`src/design/gfpb_pkg.sv`:
```
package gfpb_pkg;

  // byte counter width, covers any frame length up to 31
  localparam int unsigned IDX_W = 5;

  // number of header bytes checked at the start of a frame
  localparam int unsigned HDR_LEN = 7;

  // byte positions of the little-endian rate words
  localparam logic [IDX_W-1:0] RATE_FIRST = 5'd16;
  localparam logic [IDX_W-1:0] RATE_LAST  = 5'd21;

  // reciprocal of three, scaled by 2^17, for magnitudes below 2^17
  localparam logic [15:0] RECIP3     = 16'd43691;
  localparam int unsigned RECIP3_SHIFT = 17;

  // calibration frames taken before measurement starts
  localparam logic [1:0] CAL_FRAMES = 2'd3;

  // result kind carried on the output user bits
  typedef enum logic [1:0] {
    ST_BAD_HDR = 2'd0,
    ST_CAL     = 2'd1,
    ST_MEAS    = 2'd2
  } status_t;

  // expected header byte at a given position
  function automatic logic [7:0] hdr_byte(input logic [2:0] pos);
    logic [7:0] val;
    case (pos)
      3'd0:    val = 8'hff;
      3'd1:    val = 8'hff;
      3'd2:    val = 8'h52;
      3'd3:    val = 8'h54;
      3'd4:    val = 8'h39;
      3'd5:    val = 8'h41;
      3'd6:    val = 8'h05;
      default: val = 8'h00;
    endcase
    return val;
  endfunction

endpackage

```
`src/design/gyro_frame_parse_with_bias_core.sv`:
```
// Gyro frame parser: takes one serial byte per beat on the slave side (tuser set on the
// first byte of a frame) and gives one result beat on the master side for each frame,
// registered on the frame's last byte. Bytes 0..6 must match the header, bytes 16..21
// carry the x, y, z rates. A byte is taken every cycle unless a result waits unread;
// the per-byte work is one pass through the counter, header compare and capture logic.
// The first three good frames are calibration samples; the z bias derived from them
// goes through a three-stage divide-by-three pipeline (magnitude, quotient and sign
// registers) and is ready long before the next frame can end.
module gyro_frame_parse_with_bias_core #(
  parameter int unsigned FRAME_LEN = 27
) (
  input  logic        clk,
  input  logic        rst,
  input  logic        s_tvalid,
  output logic        s_tready,
  input  logic [7:0]  s_tdata,  // [7:0] rx_byte
  input  logic        s_tuser,  // [0] frame_start
  output logic        m_tvalid,
  input  logic        m_tready,
  output logic [71:0] m_tdata,  // [15:0] rate_x, [31:16] rate_y, [47:32] rate_z,
                                // [64:48] z_corrected, [71:65] zero
  output logic [1:0]  m_tuser   // [1:0] frame_status
);

  localparam int unsigned IW = gfpb_pkg::IDX_W;
  localparam logic [IW-1:0] LAST_IDX = IW'(FRAME_LEN - 1);

  // parser state
  logic [IW-1:0]      byte_index;
  logic               header_good;
  logic [7:0]         low_byte_hold;
  logic [15:0]        axis_capture [3];
  logic [1:0]         cal_count;
  logic signed [17:0] z_sum;
  logic               calibrated;

  // bias pipeline
  logic [16:0]        sum_abs;
  logic               sum_neg;
  logic [15:0]        quot;
  logic               quot_neg;
  logic signed [15:0] z_bias;
  logic [32:0]        prod;

  // result register
  logic               out_valid;
  logic [1:0]         out_status;
  logic [15:0]        out_x;
  logic [15:0]        out_y;
  logic [15:0]        out_z;
  logic [16:0]        out_zc;

  // per-byte decode
  logic               accept;
  logic [7:0]         rx_byte;
  logic [IW-1:0]      idx;
  logic               hdr_ok_next;
  logic               in_rates;
  logic [1:0]         axis_sel;
  logic [15:0]        cap_next [3];
  logic               last_byte;
  logic signed [15:0] z_now;
  logic signed [16:0] zc_now;
  logic [1:0]         cal_count_next;

  assign s_tready = !out_valid || m_tready;
  assign accept   = s_tvalid && s_tready;
  assign rx_byte  = s_tdata;

  // byte position, header check and rate capture
  always_comb begin
    idx = s_tuser ? '0 : byte_index;
    hdr_ok_next = s_tuser ? 1'b1 : header_good;
    if (idx < IW'(gfpb_pkg::HDR_LEN) && rx_byte != gfpb_pkg::hdr_byte(idx[2:0])) begin
      hdr_ok_next = 1'b0;
    end
    in_rates = idx >= gfpb_pkg::RATE_FIRST && idx <= gfpb_pkg::RATE_LAST;
    axis_sel = idx[2:1] - 2'd0;
    cap_next = axis_capture;
    if (in_rates && idx[0]) begin
      cap_next[axis_sel] = {rx_byte, low_byte_hold};
    end
    last_byte = idx == LAST_IDX;
    z_now = $signed(cap_next[2]);
    zc_now = 17'(z_now) - 17'(z_bias);
    cal_count_next = cal_count + 2'd1;
  end

  // parser state and result register
  always_ff @(posedge clk) begin
    if (rst) begin
      byte_index    <= '0;
      header_good   <= 1'b1;
      low_byte_hold <= '0;
      axis_capture  <= '{default: '0};
      cal_count     <= '0;
      z_sum         <= '0;
      calibrated    <= 1'b0;
      out_valid     <= 1'b0;
    end else begin
      // result beat loaded on a frame's last byte, cleared once read
      if (accept && last_byte) begin
        out_valid <= 1'b1;
      end else if (m_tready) begin
        out_valid <= 1'b0;
      end
      if (accept) begin
        axis_capture <= cap_next;
        if (in_rates && !idx[0]) begin
          low_byte_hold <= rx_byte;
        end
        if (!last_byte) begin
          byte_index  <= idx + IW'(1);
          header_good <= hdr_ok_next;
        end else begin
          byte_index  <= '0;
          header_good <= 1'b1;
          if (hdr_ok_next && !calibrated) begin
            z_sum     <= z_sum + 18'(z_now);
            cal_count <= cal_count_next;
            if (cal_count_next == gfpb_pkg::CAL_FRAMES) begin
              calibrated <= 1'b1;
            end
          end
        end
      end
    end
  end

  // result payload
  always_ff @(posedge clk) begin
    if (accept && last_byte) begin
      if (!hdr_ok_next) begin
        out_status <= gfpb_pkg::ST_BAD_HDR;
        out_x      <= '0;
        out_y      <= '0;
        out_z      <= '0;
        out_zc     <= '0;
      end else begin
        out_x <= cap_next[0];
        out_y <= cap_next[1];
        out_z <= cap_next[2];
        if (calibrated) begin
          out_status <= gfpb_pkg::ST_MEAS;
          out_zc     <= zc_now;
        end else begin
          out_status <= gfpb_pkg::ST_CAL;
          out_zc     <= '0;
        end
      end
    end
  end

  // bias = z_sum / 3 truncated toward zero: magnitude, reciprocal multiply, sign
  assign prod = 33'(sum_abs) * 33'(gfpb_pkg::RECIP3);

  always_ff @(posedge clk) begin
    sum_neg  <= z_sum[17];
    sum_abs  <= z_sum[17] ? 17'(-z_sum) : 17'(z_sum);
    quot     <= prod[gfpb_pkg::RECIP3_SHIFT +: 16];
    quot_neg <= sum_neg;
    z_bias   <= quot_neg ? $signed(-quot) : $signed(quot);
  end

  assign m_tvalid = out_valid;
  assign m_tuser  = out_status;
  assign m_tdata  = {7'd0, out_zc, out_z, out_y, out_x};

`ifndef SYNTHESIS
  a_idx_range: assert property (@(posedge clk) disable iff (rst)
    byte_index <= LAST_IDX) else $error("byte index past frame end");

  a_bad_zero: assert property (@(posedge clk) disable iff (rst)
    m_tvalid && m_tuser == gfpb_pkg::ST_BAD_HDR |-> m_tdata == '0)
    else $error("bad header result carries data");

  a_meas_cal: assert property (@(posedge clk) disable iff (rst)
    m_tvalid && m_tuser == gfpb_pkg::ST_MEAS |-> calibrated)
    else $error("measurement before calibration");

  a_cal_done: assert property (@(posedge clk) disable iff (rst)
    cal_count == gfpb_pkg::CAL_FRAMES |-> calibrated)
    else $error("calibration count full but not calibrated");
`endif

endmodule

```
`config.mk`:
```
export PLATFORM = sky130hd
export DESIGN_NAME = gyro_frame_parse_with_bias_core
export DESIGN_NICKNAME = d
export VERILOG_FILES = /design/src/design/gfpb_pkg.sv /design/src/design/gyro_frame_parse_with_bias_core.sv
export SDC_FILE = /design/constraint.sdc
export NUM_CORES = 1
export LEC_CHECK = 0
export BUFFER_PORTS_ARGS = -buffer_cell sky130_fd_sc_hd__buf_2
export CORE_AREA = 2 2 157 159
export DETAILED_ROUTE_END_ITERATION = 10
export DIE_AREA = 0 0 159 161
export GPL_TIMING_DRIVEN = 0
export PLACE_DENSITY = 0.82
export SLEW_MARGIN = 20
export SYNTH_ARGS = -nofsm -noshare
export SYNTH_HDL_FRONTEND = slang
export SYNTH_SLANG_ARGS = --single-unit
```
`constraint.sdc`:
```
create_clock -name clk -period 6 [get_ports clk]
set_input_delay 0.6 -clock clk [delete_from_list [all_inputs] [get_ports clk]]
set_output_delay 0.6 -clock clk [all_outputs]
set_load 0.02 [all_outputs]
```
# Yosys cells after proc, flatten, opt, wreduce, memory -nomap -nowiden
# Index checks and enable logic that the tools add are counted.
# W data, S select, Z words.
[totals] regBits=202 inputBits=13 output_inout_bits=76 wordCells=76
[op_classes] addsub=6 multipliers=1 order_cmp=5 eq_ne=9 mux=15 bitwise_logic=1 reduce_logical=19
[op_table] op="$bwmux W48" n=1
[op_table] op="$mux W48" n=1
[op_table] op="$pmux W8 S6" n=1
[op_table] op="$mul A17 B16 Y33 const B" n=1
[op_table] op="$demux W16 S2" n=1
[op_table] op="$mux W16" n=2
[op_table] op="$add A18 B16 Y18" n=1
[op_table] op="$mux W17" n=1
[op_table] op="$neg A17 Y17" n=1
[op_table] op="$sub A16 B16 Y17" n=1
[op_table] op="$neg A16 Y16" n=1
[op_table] op="$mux W5" n=2
[op_table] op="$eq A3 B3 Y1 const B" n=3
[op_table] op="$logic_and A1 B1 Y1" n=8
[op_table] op="$ne A8 B8 Y1" n=1
[op_table] op="$eq A3 B2 Y1 const B" n=2
[op_table] op="$add A5 B1 Y5 const B" n=1
[op_table] op="$eq A5 B5 Y1 const B" n=1
[op_table] op="$ge A5 B5 Y1 const B" n=1
[op_table] op="$le A5 B5 Y1 const B" n=1
[op_table] op="$lt A5 B3 Y1 const B" n=1
[op_table] op="$mux W1" n=5
[op_table] op="$reduce_and A2 Y1" n=2
[op_table] op="$reduce_and A4 Y1" n=1
[op_table] op="13 further kinds" n=15

# Logic depth before layout (Yosys ltp)
# Gate-level depths: netlist of the first run.
[depth] word_depth=9 mapped_depth=19 depth_no_buf=19

# Worst setup path after synthesis of the first run
# No wires, ideal clock.
[synth_timing] path_type="register to register" from="register sum_abs[5]" to="register quot[8]" setup_ns=0.123 arrival_ns=4.794 required_ns=5.877 setup_slack_ns=1.083 stages_incl_launch_ff=19 n_path_buf=0 synth_period_minus_slack_ns=4.917 path_cell_list="dfxtp_1 -> ha_1 -> fa_1 -> inv_1 -> fa_1 -> inv_1 -> fa_1 -> fa_1 -> inv_1 -> fa_1 -> inv_1 -> ha_1 -> a21oi_1 -> o21ai_0 -> nor2_1 -> o211ai_1 -> a21oi_1 -> o21bai_1 -> xor2_1"
[synth_between] elab_chain_len=1
[synth_rtl] item="start: declaration" line="gyro_frame_parse_with_bias_core.sv:38" source="logic [16:0] sum_abs;"
[synth_rtl] item="start signal: assignment" line="gyro_frame_parse_with_bias_core.sv:159" source="sum_abs <= z_sum[17] ? 17'(-z_sum) : 17'(z_sum);"
[synth_rtl] item="$mul A17 B16 Y33" line="gyro_frame_parse_with_bias_core.sv:155" source="assign prod = 33'(sum_abs) * 33'(gfpb_pkg::RECIP3);"
[synth_rtl] item="named net prod[25]" line="gyro_frame_parse_with_bias_core.sv:43" source="logic [32:0] prod;"
[synth_rtl] item="end signal: assignment" line="gyro_frame_parse_with_bias_core.sv:160" source="quot <= prod[gfpb_pkg::RECIP3_SHIFT +: 16];"
[synth_rtl] item="end: declaration" line="gyro_frame_parse_with_bias_core.sv:40" source="logic [15:0] quot;"
# The timed path passes the listed nets, and every way through them passes these cells.
# A chain may end at the register's enable or synchronous reset.

# Worst setup path in the final report of the first run
[layout_timing] from="register sum_abs[1]" to="register quot[13]"
# Same word-level chain as after synthesis.

==> run_results.csv, run 1 <==
group,metric,value,unit
status,status,"complete, no violations",
die,die-area,25600,um^2
synth,synth_fa_ha_area_share,27.4,%
synth,yosys.area.top_type,"dfxtp_1",
die,rows,57,
sta,setup-tns-final,0,ns
synth,avgSynthCellArea,9.28,um^2
power,power,2760,uW
cts,clk_pin_slew_worst_paths,0.06,ns
sta,setup_violations,0,
routing,vias,11100,
sta,slew_headroom,25.8,%
cts,cts_root_buffer,"clkbuf_16",
sta,worst_pin_slew,1.11,ns
grt,grt_max_degree,65,
die,initial_core_util,59.8,%
routing,wl,33000,um
grt,antenna_found_initial,0,
worst_setup_path,arrival,5.88,ns
die,die_h,161,um
placed_design,hpwl,25900,um
synth,synth.area.mux_share,2.98,%
cts,numCtsBuffers,19,
routing,wl_per_cell,16.7,um
synth,ys_types,64,
worst_setup_path,cp_max_fo,6,
synth,synth-edff-count,67,
synth,synth_commonest_cells,"inv_1, ha_1, nand2_1",
flow_run,maxCapViolations,0,
worst_setup_path,cp.required,6.37,ns
sta,clock_skew,0.0208,ns
synth,yosys_register_bits,202,
synth,synth_ff_type,"dfxtp_1",
synth,synth_xor_area_share,4.16,%
routing,drtAntennaViolNets,0,
synth,ys_async_sr_fraction,0,%
cts,cts_tree,"done",
synth,synth_compound_area_share,11.8,%
cts,cts.htree.levels,1,
power,power_density,175,nW/um^2
grt,grt_pass1_vias,10900,
sta,min_period,5.51,ns
cells_and_area,drive_gt1_share,8.02,%
worst_setup_path,r2r_start,"sum_abs[1]",
grt,grt_pass1_wl,53800,um
cts,cts_resized,0,
cts,cts.hold.buffers_added,0,
sta,fmax,0.181,GHz
synth,synth_area_leaders,"dfxtp_1, ha_1, edfxtp_1",
placed_design,gp_congestion,0.932,
placed_design,port_buffers,73,
grt,grt_use_total,25.7,%
synth,yosysSeqAreaShare,32.9,%
worst_setup_path,worst_setup_path_end_kind,"flop",
die,io_pins,89,
synth,synth_most_common_cell,"inv_1",
power,p_leak,0.00724,uW
die,dieWidth,159,um
sta,slew_viol_final,0,
cts,clock-sinks,202,
routing,first_iter_violations,771,
synth,synthCells,1544,
cells_and_area,nNetsFinal,1918,
worst_hold_path,hold_path_startpoint,"sum_neg",
grt,overflow,0,
synth,synth-warning-count,0,
power,ir_worst_vdd,0.000177,V
worst_setup_path,start_kind,"flop",
synth,yosysTopAreaCellShare,18.9,%
cells_and_area,syn_to_final_growth,9.96,%
cells_and_area,n_antenna_cell,0,
sta,timing_hold_violations_final,0,
cts,postCtsSetupRepairBufs,0,
routing,drtPass1Iterations,5,
routing,vias_per_cell,5.58,
sta,rsz0062_at_grt,"false",
synth,syn_area,14300,um^2
sta,period_share,91.8,%
worst_setup_path,startpoint,"sum_abs[1]",
routing,drc_errors,0,
cts,clock_latency,0.50,ns
cts,cts_buffer_depth,3,
synth,synth_top_family_by_area,"adder cells",
synth,synth_simple_gate_area_share,12.6,%
worst_hold_path,hold_path.class,"flop to flop",
die,core,24000,um^2
worst_setup_path,criticalPathCategory,"flop to flop",
==> metrics by stage <==
| step | setup WS, ns | hold slack, ns | util, % | instances | instance area, um^2 |
|---|---|---|---|---|---|
| finish | 0.490 | 0.322 | 65.7 | 1982 | 15800 |
| CTS | 0.515 | 0.322 | 65.7 | 1982 | 15800 |
| global route | 0.117 | 0.350 | 65.7 | 1982 | 15800 |
| detailed placement | 0.564 | 0.313 | 63.2 | 1948 | 15200 |
| floorplan | 1.08 | 0.310 | - | 1550 | 14400 |
| global placement | 0.566 | 0.310 | 63.1 | 1947 | 15100 |
==> power by group <==
group          switching, uW  internal (uW)  leakage [uW]
Clock                    510            654      0.000302
Combinational            118           64.8       0.00539
Sequential              4.97           1410       0.00156
Total                    633           2130       0.00724
==> placed cells by master (no fill, tap or decap), types with 9 or more instances in the layout <==
master / netlist / routed
inv_1: 242 / 241
ha_1: 171 / 171
nand2_1: 168 / 168
dfxtp_1: 135 / 135
nor2_1: 118 / 118
a21oi_1: 114 / 114
fa_1: 89 / 89
buf_2: 9 / 82
edfxtp_1: 67 / 67
xnor2_1: 45 / 45
clkbuf_1: 38 / 42
mux2i_1: 39 / 39
o21ai_0: 39 / 39
a211oi_1: 26 / 26
xor2_1: 23 / 23
nand2b_1: 21 / 21
nor3_1: 21 / 21
clkbuf_16: 0 / 20
nand3_1: 16 / 16
a21o_1: 16 / 16
o21a_1: 10 / 10
o31ai_1: 10 / 10
a31oi_1: 9 / 9
nor2b_1: 9 / 9
==> final timing paths <==
check	slack, ns	end	depth (start not counted)
min reg2reg	0.32	quot_neg	0
min	0.32	quot_neg	0
max	0.49	quot[13]	18
max reg2reg	0.49	quot[13]	18
==> critical path, stage by stage, from the launching register on <==
cell and delay (ns):
dfxtp_1 0.51, ha_1 0.35, xor2_1 0.40, ha_1 0.23
a21oi_1 0.06, fa_1 0.51, inv_1 0.05, fa_1 0.50
fa_1 0.56, inv_1 0.06, fa_1 0.53, inv_1 0.05
ha_1 0.36, nand2_1 0.12, o211ai_1 0.27, a22oi_1 0.14
o21bai_1 0.38, a31oi_1 0.17, xnor2_1 0.16
==> state kept, by name, summed over array words and instances (netlist names), 2 cells and up <==
name,flops
out_x,16
z_sum,18
z_bias,16
m_tuser,2
sum_abs,17
byte_index,5
quot,16
out_z,16
axis_capture,48
cal_count,2
out_y,16
out_zc,17
low_byte_hold,8
==> logic make-up after synthesis <==
logic type	Yosys count
AOI/OAI and AO/OA	271
xor gates and xnor gates	68
adders and majority gates	260
buffers and inverters	299
DFF	202
muxes	42
other	1
and+or+nand+nor	401
==> layout make-up <==
cell class / count / area [um^2]
Inverter: 242 / 911
Timing Repair Buffer: 74 / 393
Multi-Input combinational cell: 1049 / 8460
Clock inverter: 7 / 46.3
Tap cell: 324 / 405
Buffer: 57 / 267
Sequential cell: 202 / 4710
Clock buffer: 27 / 557
Fill cell: 1927 / 8210
==> layer usage <==
layer	vias up	track usage [%]	wire (um)
li1	5338	-	-
met1	5249	34.1	14200
met2	399	45.4	16000
met3	77	1.93	1860
met4	0	7.81	969
met5	-	0	0
Note: power is estimated with default switching activity, not from simulation.
==> run 2, diff against run 1 <==
- ABC_AREA: not set -> 1
- CORE_AREA: 2 2 157 159 -> 2 2 160 162
- DIE_AREA: 0 0 159 161 -> 0 0 162 164
==> run 2 against run 1 <==
  * Sequential cell count stayed put
  * Register-to-register slack lost 0.16 ns
  * Routed wire length up 9.9%
  * Sequential share of layout area shrank 1.4 points
  * Critical path depth is 2 higher
  * Utilization is 0.89 points higher
  * Critical endpoint is now quot[12]
  * Largest cell class unchanged
  * Largest power group unchanged
==> run_results.csv, run 2 <==
group,metric,value,unit
sta,slew_headroom,56.9,%
worst_setup_path,r2r_start,"sum_abs[1]",
sta,clock_skew,0.0147,ns
cells_and_area,syn_to_final_growth,10.2,%
worst_setup_path,critPathMaxStageDelay,0.56,ns
synth,ys_async_sr_fraction,0,%
cts,cts_resized,0,
synth,yosysSeqAreaShare,31.4,%
synth,synth_ff_type,"dfxtp_1",
worst_setup_path,crit_end,"quot[12]",
sta,setup_ws,0.325,ns
sta,worst_pin_slew,0.640,ns
worst_setup_path,rr_worst_depth,20,
worst_setup_path,cp_common_cell,"inv_1",
sta,rsz0062_at_grt,"false",
worst_setup_path,rr_endpoint,"quot[12]",
cts,clock_latency,0.50,ns
synth,synth_area_leaders,"dfxtp_1, ha_1, edfxtp_1",
routing,first_iter_violations,842,
placed_design,placedCellCount,2264,
routing,vias_per_cell,5.27,
synth,ys_types,42,
die,initial_core_util,60.5,%
sta,period_share,94.6,%
cells_and_area,final_common_cell,"inv_1",
power,power.share.clock,42.4,%
grt,grt_max_degree,32,
routing,wl,36300,um
worst_setup_path,startpoint,"sum_abs[1]",
cells_and_area,final_cell_mix,"inv_1, nand2_1, ha_1",
power,combPwrFrac,8.3,%
cts,cts.htree.levels,1,
placed_design,port_buffers,80,
sta,setup-tns-final,0,ns
worst_setup_path,critical_path.cell_chain,"ha_1 > xor2_1 > ha_1 > a21oi_1 > fa_1 > inv_1 > fa_1 > fa_1 > inv_1 > fa_1 > inv_1 > ha_1 > nand2_1 > nor2_1 > inv_1 > nor2_1 > inv_1 > o211ai_1 > a21oi_1 > xor2_1",
sta,timing_hold_violations_final,0,
flow_run,maxCapViolations,0,
synth,syn_area,15000,um^2
placed_design,hpwl,29500,um
worst_setup_path,criticalPathCategory,"flop to flop",
synth,synth_most_common_cell,"inv_1",
power,power.internal,2210,uW
cells_and_area,fillers,2088,
worst_setup_path,start_kind,"flop",
power,seqPwrFrac,49.3,%
power,power,2910,uW
worst_setup_path,rrSetupSlack,0.33,ns
routing,drc_errors,0,
grt,grt_use_total,27.6,%
cells_and_area,nNetsFinal,2229,
synth,yosys.area.top_type,"dfxtp_1",
placed_design,gp_congestion,0.923,
worst_setup_path,cp_max_fo,6,
cells_and_area,drive_gt1_share,7.77,%
grt,overflow,0,
sta,min_period,5.67,ns
cells_and_area,n_antenna_cell,0,
sta,setup_violations,0,
status,status,"complete, no violations",
grt,grt_pass1_wl,58300,um
cts,cts.hold.buffers_added,0,
routing,drtPass1Iterations,6,
cts,clock-sinks,202,
worst_setup_path,cp.required,6.38,ns
die,rows,58,
worst_hold_path,hold_path.class,"flop to flop",
worst_setup_path,worst_setup_path_end_kind,"flop",
cts,cts_tree,"done",
die,die_h,164,um
die,io_pins,89,
sta,slew_viol_final,0,
routing,wl_per_cell,15.8,um
worst_setup_path,worst_path_max_delay_cell,"dfxtp_1",
cts,cts_root_buffer,"clkbuf_16",
grt,grt_pass1_vias,11900,
cells_and_area,largest_reg_flops,48,
worst_setup_path,arrival,6.05,ns
die,die-area,26600,um^2
cts,numCtsBuffers,20,
power,power_switching_share,24.1,%
power,p_leak,0.00842,uW
cts,postCtsSetupRepairBufs,0,
power,power_density,176,nW/um^2
power,p_sw,701,uW
synth,yosysTopAreaCellShare,18.0,%
synth,synth-warning-count,0,
cells_and_area,top_regs,"axis_capture x48, z_sum x18",
synth,avgSynthCellArea,8.13,um^2
die,core,24800,um^2
sta,fmax,0.176,GHz
cts,cts_buffer_depth,3,
synth,synthCells,1846,
synth,synth_commonest_cells,"inv_1, nand2_1, ha_1",
cells_and_area,top_register,"axis_capture",
cells_and_area,finalNonFillerCells,2300,
power,ir_worst_vdd,0.000225,V
routing,vias,12100,
placed_design,pre_cts_ws,0.419,ns
synth,synth-edff-count,67,
routing,drtAntennaViolNets,0,
grt,antenna_found_initial,0,
synth,yosys_register_bits,202,
sta,whs,0.332,ns
cts,clk_pin_slew_worst_paths,0.07,ns
die,dieWidth,162,um
[run 2: cell types whose count changed after synthesis, moves of 16 or more]
cell      before  now
inv_1        242  402
xnor2_1       45   15
o211ai_1       8   39
nor2_1       118  156
mux2i_1       39    2
o21ai_0       39   55
nand3_1       16   44
nand2b_1      21    0
a211oi_1      26    2
nand2_1      168  290
xor2_1        23   58
o21ai_1        1   51
[run 2: how the worst min path moves through the flow]
stage                     slack, ns  endpoint  startpoint  depth (start not counted)
after floorplan                0.31  quot_neg     sum_neg                          0
after global placement         0.31  quot_neg     sum_neg                          0
after detailed placement       0.31  quot_neg     sum_neg                          0
after CTS                      0.33  quot_neg     sum_neg                          0
after global routing           0.35  quot_neg     sum_neg                          0
final                          0.33  quot_neg     sum_neg                          0
[run 2: critical path, delay by kind of cell (launching register included)]
family	cells	cell delay, ns
buffers and inverters	5	0.34
AO/OA/AOI/OAI	3	0.60
flip-flops	1	0.56
adder cells (fa/ha/maj)	7	3.08
XOR/XNOR	2	0.52
AND/OR/NAND/NOR	3	0.45
[run 2: power groups by stage]
stage | registers, uW | clock network [uW] | logic, uW
2_1_floorplan | 1460 | 0 | 175
3_3_place_gp | 1460 | 0 | 228
3_5_place_dp | 1460 | 0 | 233
4_1_cts | 1430 | 1240 | 237
5_1_grt | 1440 | 1300 | 268
6_report | 1430 | 1230 | 242
[run 2: metrics by stage]
| step | cell area [um^2] | util, % |
|---|---|---|
| after floorplan | 15000 | - |
| after global placement | 15800 | 63.9 |
| after detailed placement | 15900 | 64.0 |
| after CTS | 16500 | 66.6 |
| after global routing | 16500 | 66.6 |
| final | 16500 | 66.6 |
[run 2: kinds of logic after synthesis]
| group | Yosys count | share of synthesized area (%) |
|---|---|---|
| simple gates | 544 | 14.8 |
| buf+inv | 462 | 11.9 |
| compound gates | 302 | 11.4 |
| fa+ha+maj | 260 | 26.1 |
| flops | 202 | 31.4 |
| xor+xnor | 73 | 4.26 |
| mux | 2 | 0.133 |
| other cells | 1 | 0.0250 |
[run 2: cell type report]
class / instances / area (um^2) / area share (%)
timing repair buffer: 82 / 440 / 2.66
clock buffer: 24 / 547 / 3.31
inverter: 413 / 1550 / 9.37
tap: 330 / 413 / 2.50
multi-input combinational: 1188 / 8540 / 51.6
sequential: 202 / 4710 / 28.5
buffer: 49 / 233 / 1.41
clock inverter: 12 / 98.8 / 0.598
[run 2: layer usage]
metal	track usage, %	wire length [um]
met5	0	0
met4	11.9	1760
met3	3.13	1890
met2	49.9	17800
met1	33.2	14900
==> run 3, diff against run 2 <==
- CTS_CLUSTER_SIZE: not set -> 20
- clock period: 6 -> 7 ns (I/O delays scaled with it)
==> run 3 against run 2 <==
  * Clock-buffer cell count is the same
  * First-iteration DRC count grew 0.48%
  * Sequential cell count unchanged
  * Sequential share of layout area about the same
  * Sequential power shrank 14%
  * Critical path depth stayed put
  * Combinational power decreased by 14%
  * Highest routed layer unchanged
==> run_results.csv, run 3 (synthesized netlist as in run 2, its figures left out) <==
group,metric,value,unit
cts,cts.hold.buffers_added,0,
cts,postCtsSetupRepairBufs,0,
cts,cts_tree,"done",
cts,cts_resized,0,
worst_setup_path,rr_worst_depth,20,
die,initial_core_util,60.5,%
worst_setup_path,critPathMaxStageDelay,0.57,ns
power,power_density,152,nW/um^2
cts,numCtsBuffers,20,
flow_run,maxCapViolations,0,
worst_setup_path,r2r_start,"sum_abs[1]",
cells_and_area,drive_gt1_share,7.72,%
status,status,"complete, no violations",
worst_setup_path,cp_common_cell,"inv_1",
routing,drc_errors,0,
routing,drtPass1Iterations,5,
die,dieWidth,162,um
grt,grt_pass1_wl,58500,um
sta,rsz0062_at_grt,"false",
power,power,2520,uW
worst_setup_path,cp_top_family,"adder cells",
placed_design,pre_cts_ws,1.42,ns
sta,setup_ws,1.31,ns
cells_and_area,final_cell_mix,"inv_1, nand2_1, ha_1",
worst_setup_path,cp_max_fo,6,
routing,wl_per_cell,15.8,um
grt,antenna_found_initial,0,
placed_design,gp_congestion,0.923,
worst_setup_path,worst_path_max_delay_cell,"dfxtp_1",
worst_setup_path,worst_setup_path_end_kind,"flop",
worst_hold_path,hold_path.class,"flop to flop",
die,core,24800,um^2
cells_and_area,nNetsFinal,2229,
power,ir_worst_vdd,0.000193,V
cts,cts_root_buffer,"clkbuf_16",
die,die-area,26600,um^2
sta,setup_violations,0,
cells_and_area,top_regs,"axis_capture x48, z_sum x18",
cells_and_area,largest_reg_flops,48,
routing,drtAntennaViolNets,0,
worst_setup_path,arrival,6.07,ns
worst_setup_path,rr_endpoint,"quot[12]",
routing,vias_per_cell,5.32,
worst_setup_path,crit_cells,20,
sta,clock_skew,0.0133,ns
cts,clock-sinks,202,
worst_setup_path,cp.required,7.37,ns
worst_setup_path,startpoint,"sum_abs[1]",
sta,slew_viol_final,0,
sta,min_period,5.69,ns
placed_design,port_buffers,80,
worst_setup_path,criticalPathCategory,"flop to flop",
grt,grt_max_degree,32,
cells_and_area,final_common_cell,"inv_1",
routing,wl,36400,um
sta,timing_hold_violations_final,0,
sta,slew_headroom,55.7,%
worst_setup_path,crit_end,"quot[12]",
cts,cts_buffer_depth,3,
routing,vias,12200,
cells_and_area,top_register,"axis_capture",
routing,first_iter_violations,846,
sta,fmax,0.176,GHz
cells_and_area,fillers,2082,
die,io_pins,89,
cells_and_area,syn_to_final_growth,10.3,%
worst_setup_path,path_buf_inv,5,
die,die_h,164,um
sta,worst_pin_slew,0.665,ns
power,p_leak,0.00880,uW
grt,grt_pass1_vias,11900,
cts,cts.htree.levels,1,
grt,grt_use_total,27.6,%
worst_setup_path,start_kind,"flop",
worst_setup_path,critical_path.cell_chain,"ha_1 > xor2_1 > ha_1 > a21oi_1 > fa_1 > inv_1 > fa_1 > fa_1 > inv_1 > fa_1 > inv_1 > ha_1 > nand2_1 > nor2_1 > inv_1 > nor2_1 > inv_1 > o211ai_1 > a21oi_1 > xor2_1",
cts,clock_latency,0.50,ns
die,rows,58,
grt,overflow,0,
worst_setup_path,rrSetupSlack,1.31,ns
placed_design,hpwl,29500,um
cts,clk_pin_slew_worst_paths,0.06,ns
cells_and_area,fin_util,66.7,%
cells_and_area,n_antenna_cell,0,
sta,period_share,81.4,%
sta,setup-tns-final,0,ns
[run 3: cell count changes in the layout (fill, tap and decap cells not counted), sizes merged]
cell	delta
bufinv	+1
clkinvlp	-1
[run 3: final cells by class]
type | instances | area (um^2) | share of cell area [%]
clock buffer | 24 | 547 | 3.30
buffer | 49 | 233 | 1.41
sequential | 202 | 4710 | 28.5
timing repair buffer | 82 | 440 | 2.66
multi-input combinational | 1188 | 8540 | 51.6
clock inverter | 12 | 123 | 0.740
inverter | 413 | 1550 | 9.36
tap | 330 | 413 | 2.49
[run 3: layer usage]
layer / track usage [%] / part of all wire [%] / vias up
met3: 3.46 / 5.3 / 115
met4: 12.1 / 4.8 / 0
met2: 49.9 / 49 / 417
li1: - / - / 6047
met5: 0 / 0 / -
met1: 33.2 / 41 / 5651
[run 3: worst min path at each step]
stage / startpoint / endpoint / slack [ns] / cells past startpoint
global route: sum_neg / quot_neg / 0.35 / 0
detailed placement: sum_neg / quot_neg / 0.31 / 0
global placement: sum_neg / quot_neg / 0.31 / 0
finish: sum_neg / quot_neg / 0.33 / 0
CTS: sum_neg / quot_neg / 0.33 / 0
floorplan: sum_neg / quot_neg / 0.31 / 0
[run 3: where the power goes]
group	switching [uW]	leakage (uW)	internal, uW
logic	136	0.00665	71.1
registers	8.83	0.00183	1220
clock network	450	0.000328	637
total	595	0.00880	1930
[run 3: stage by stage]
stage / std cells / hold WS [ns] / area [um^2]
after CTS: 2300 / 0.332 / 16600
after floorplan: 1852 / 0.310 / 15000
after detailed placement: 2264 / 0.314 / 15900
after global routing: 2300 / 0.349 / 16600
final: 2300 / 0.332 / 16600
after global placement: 2262 / 0.312 / 15800
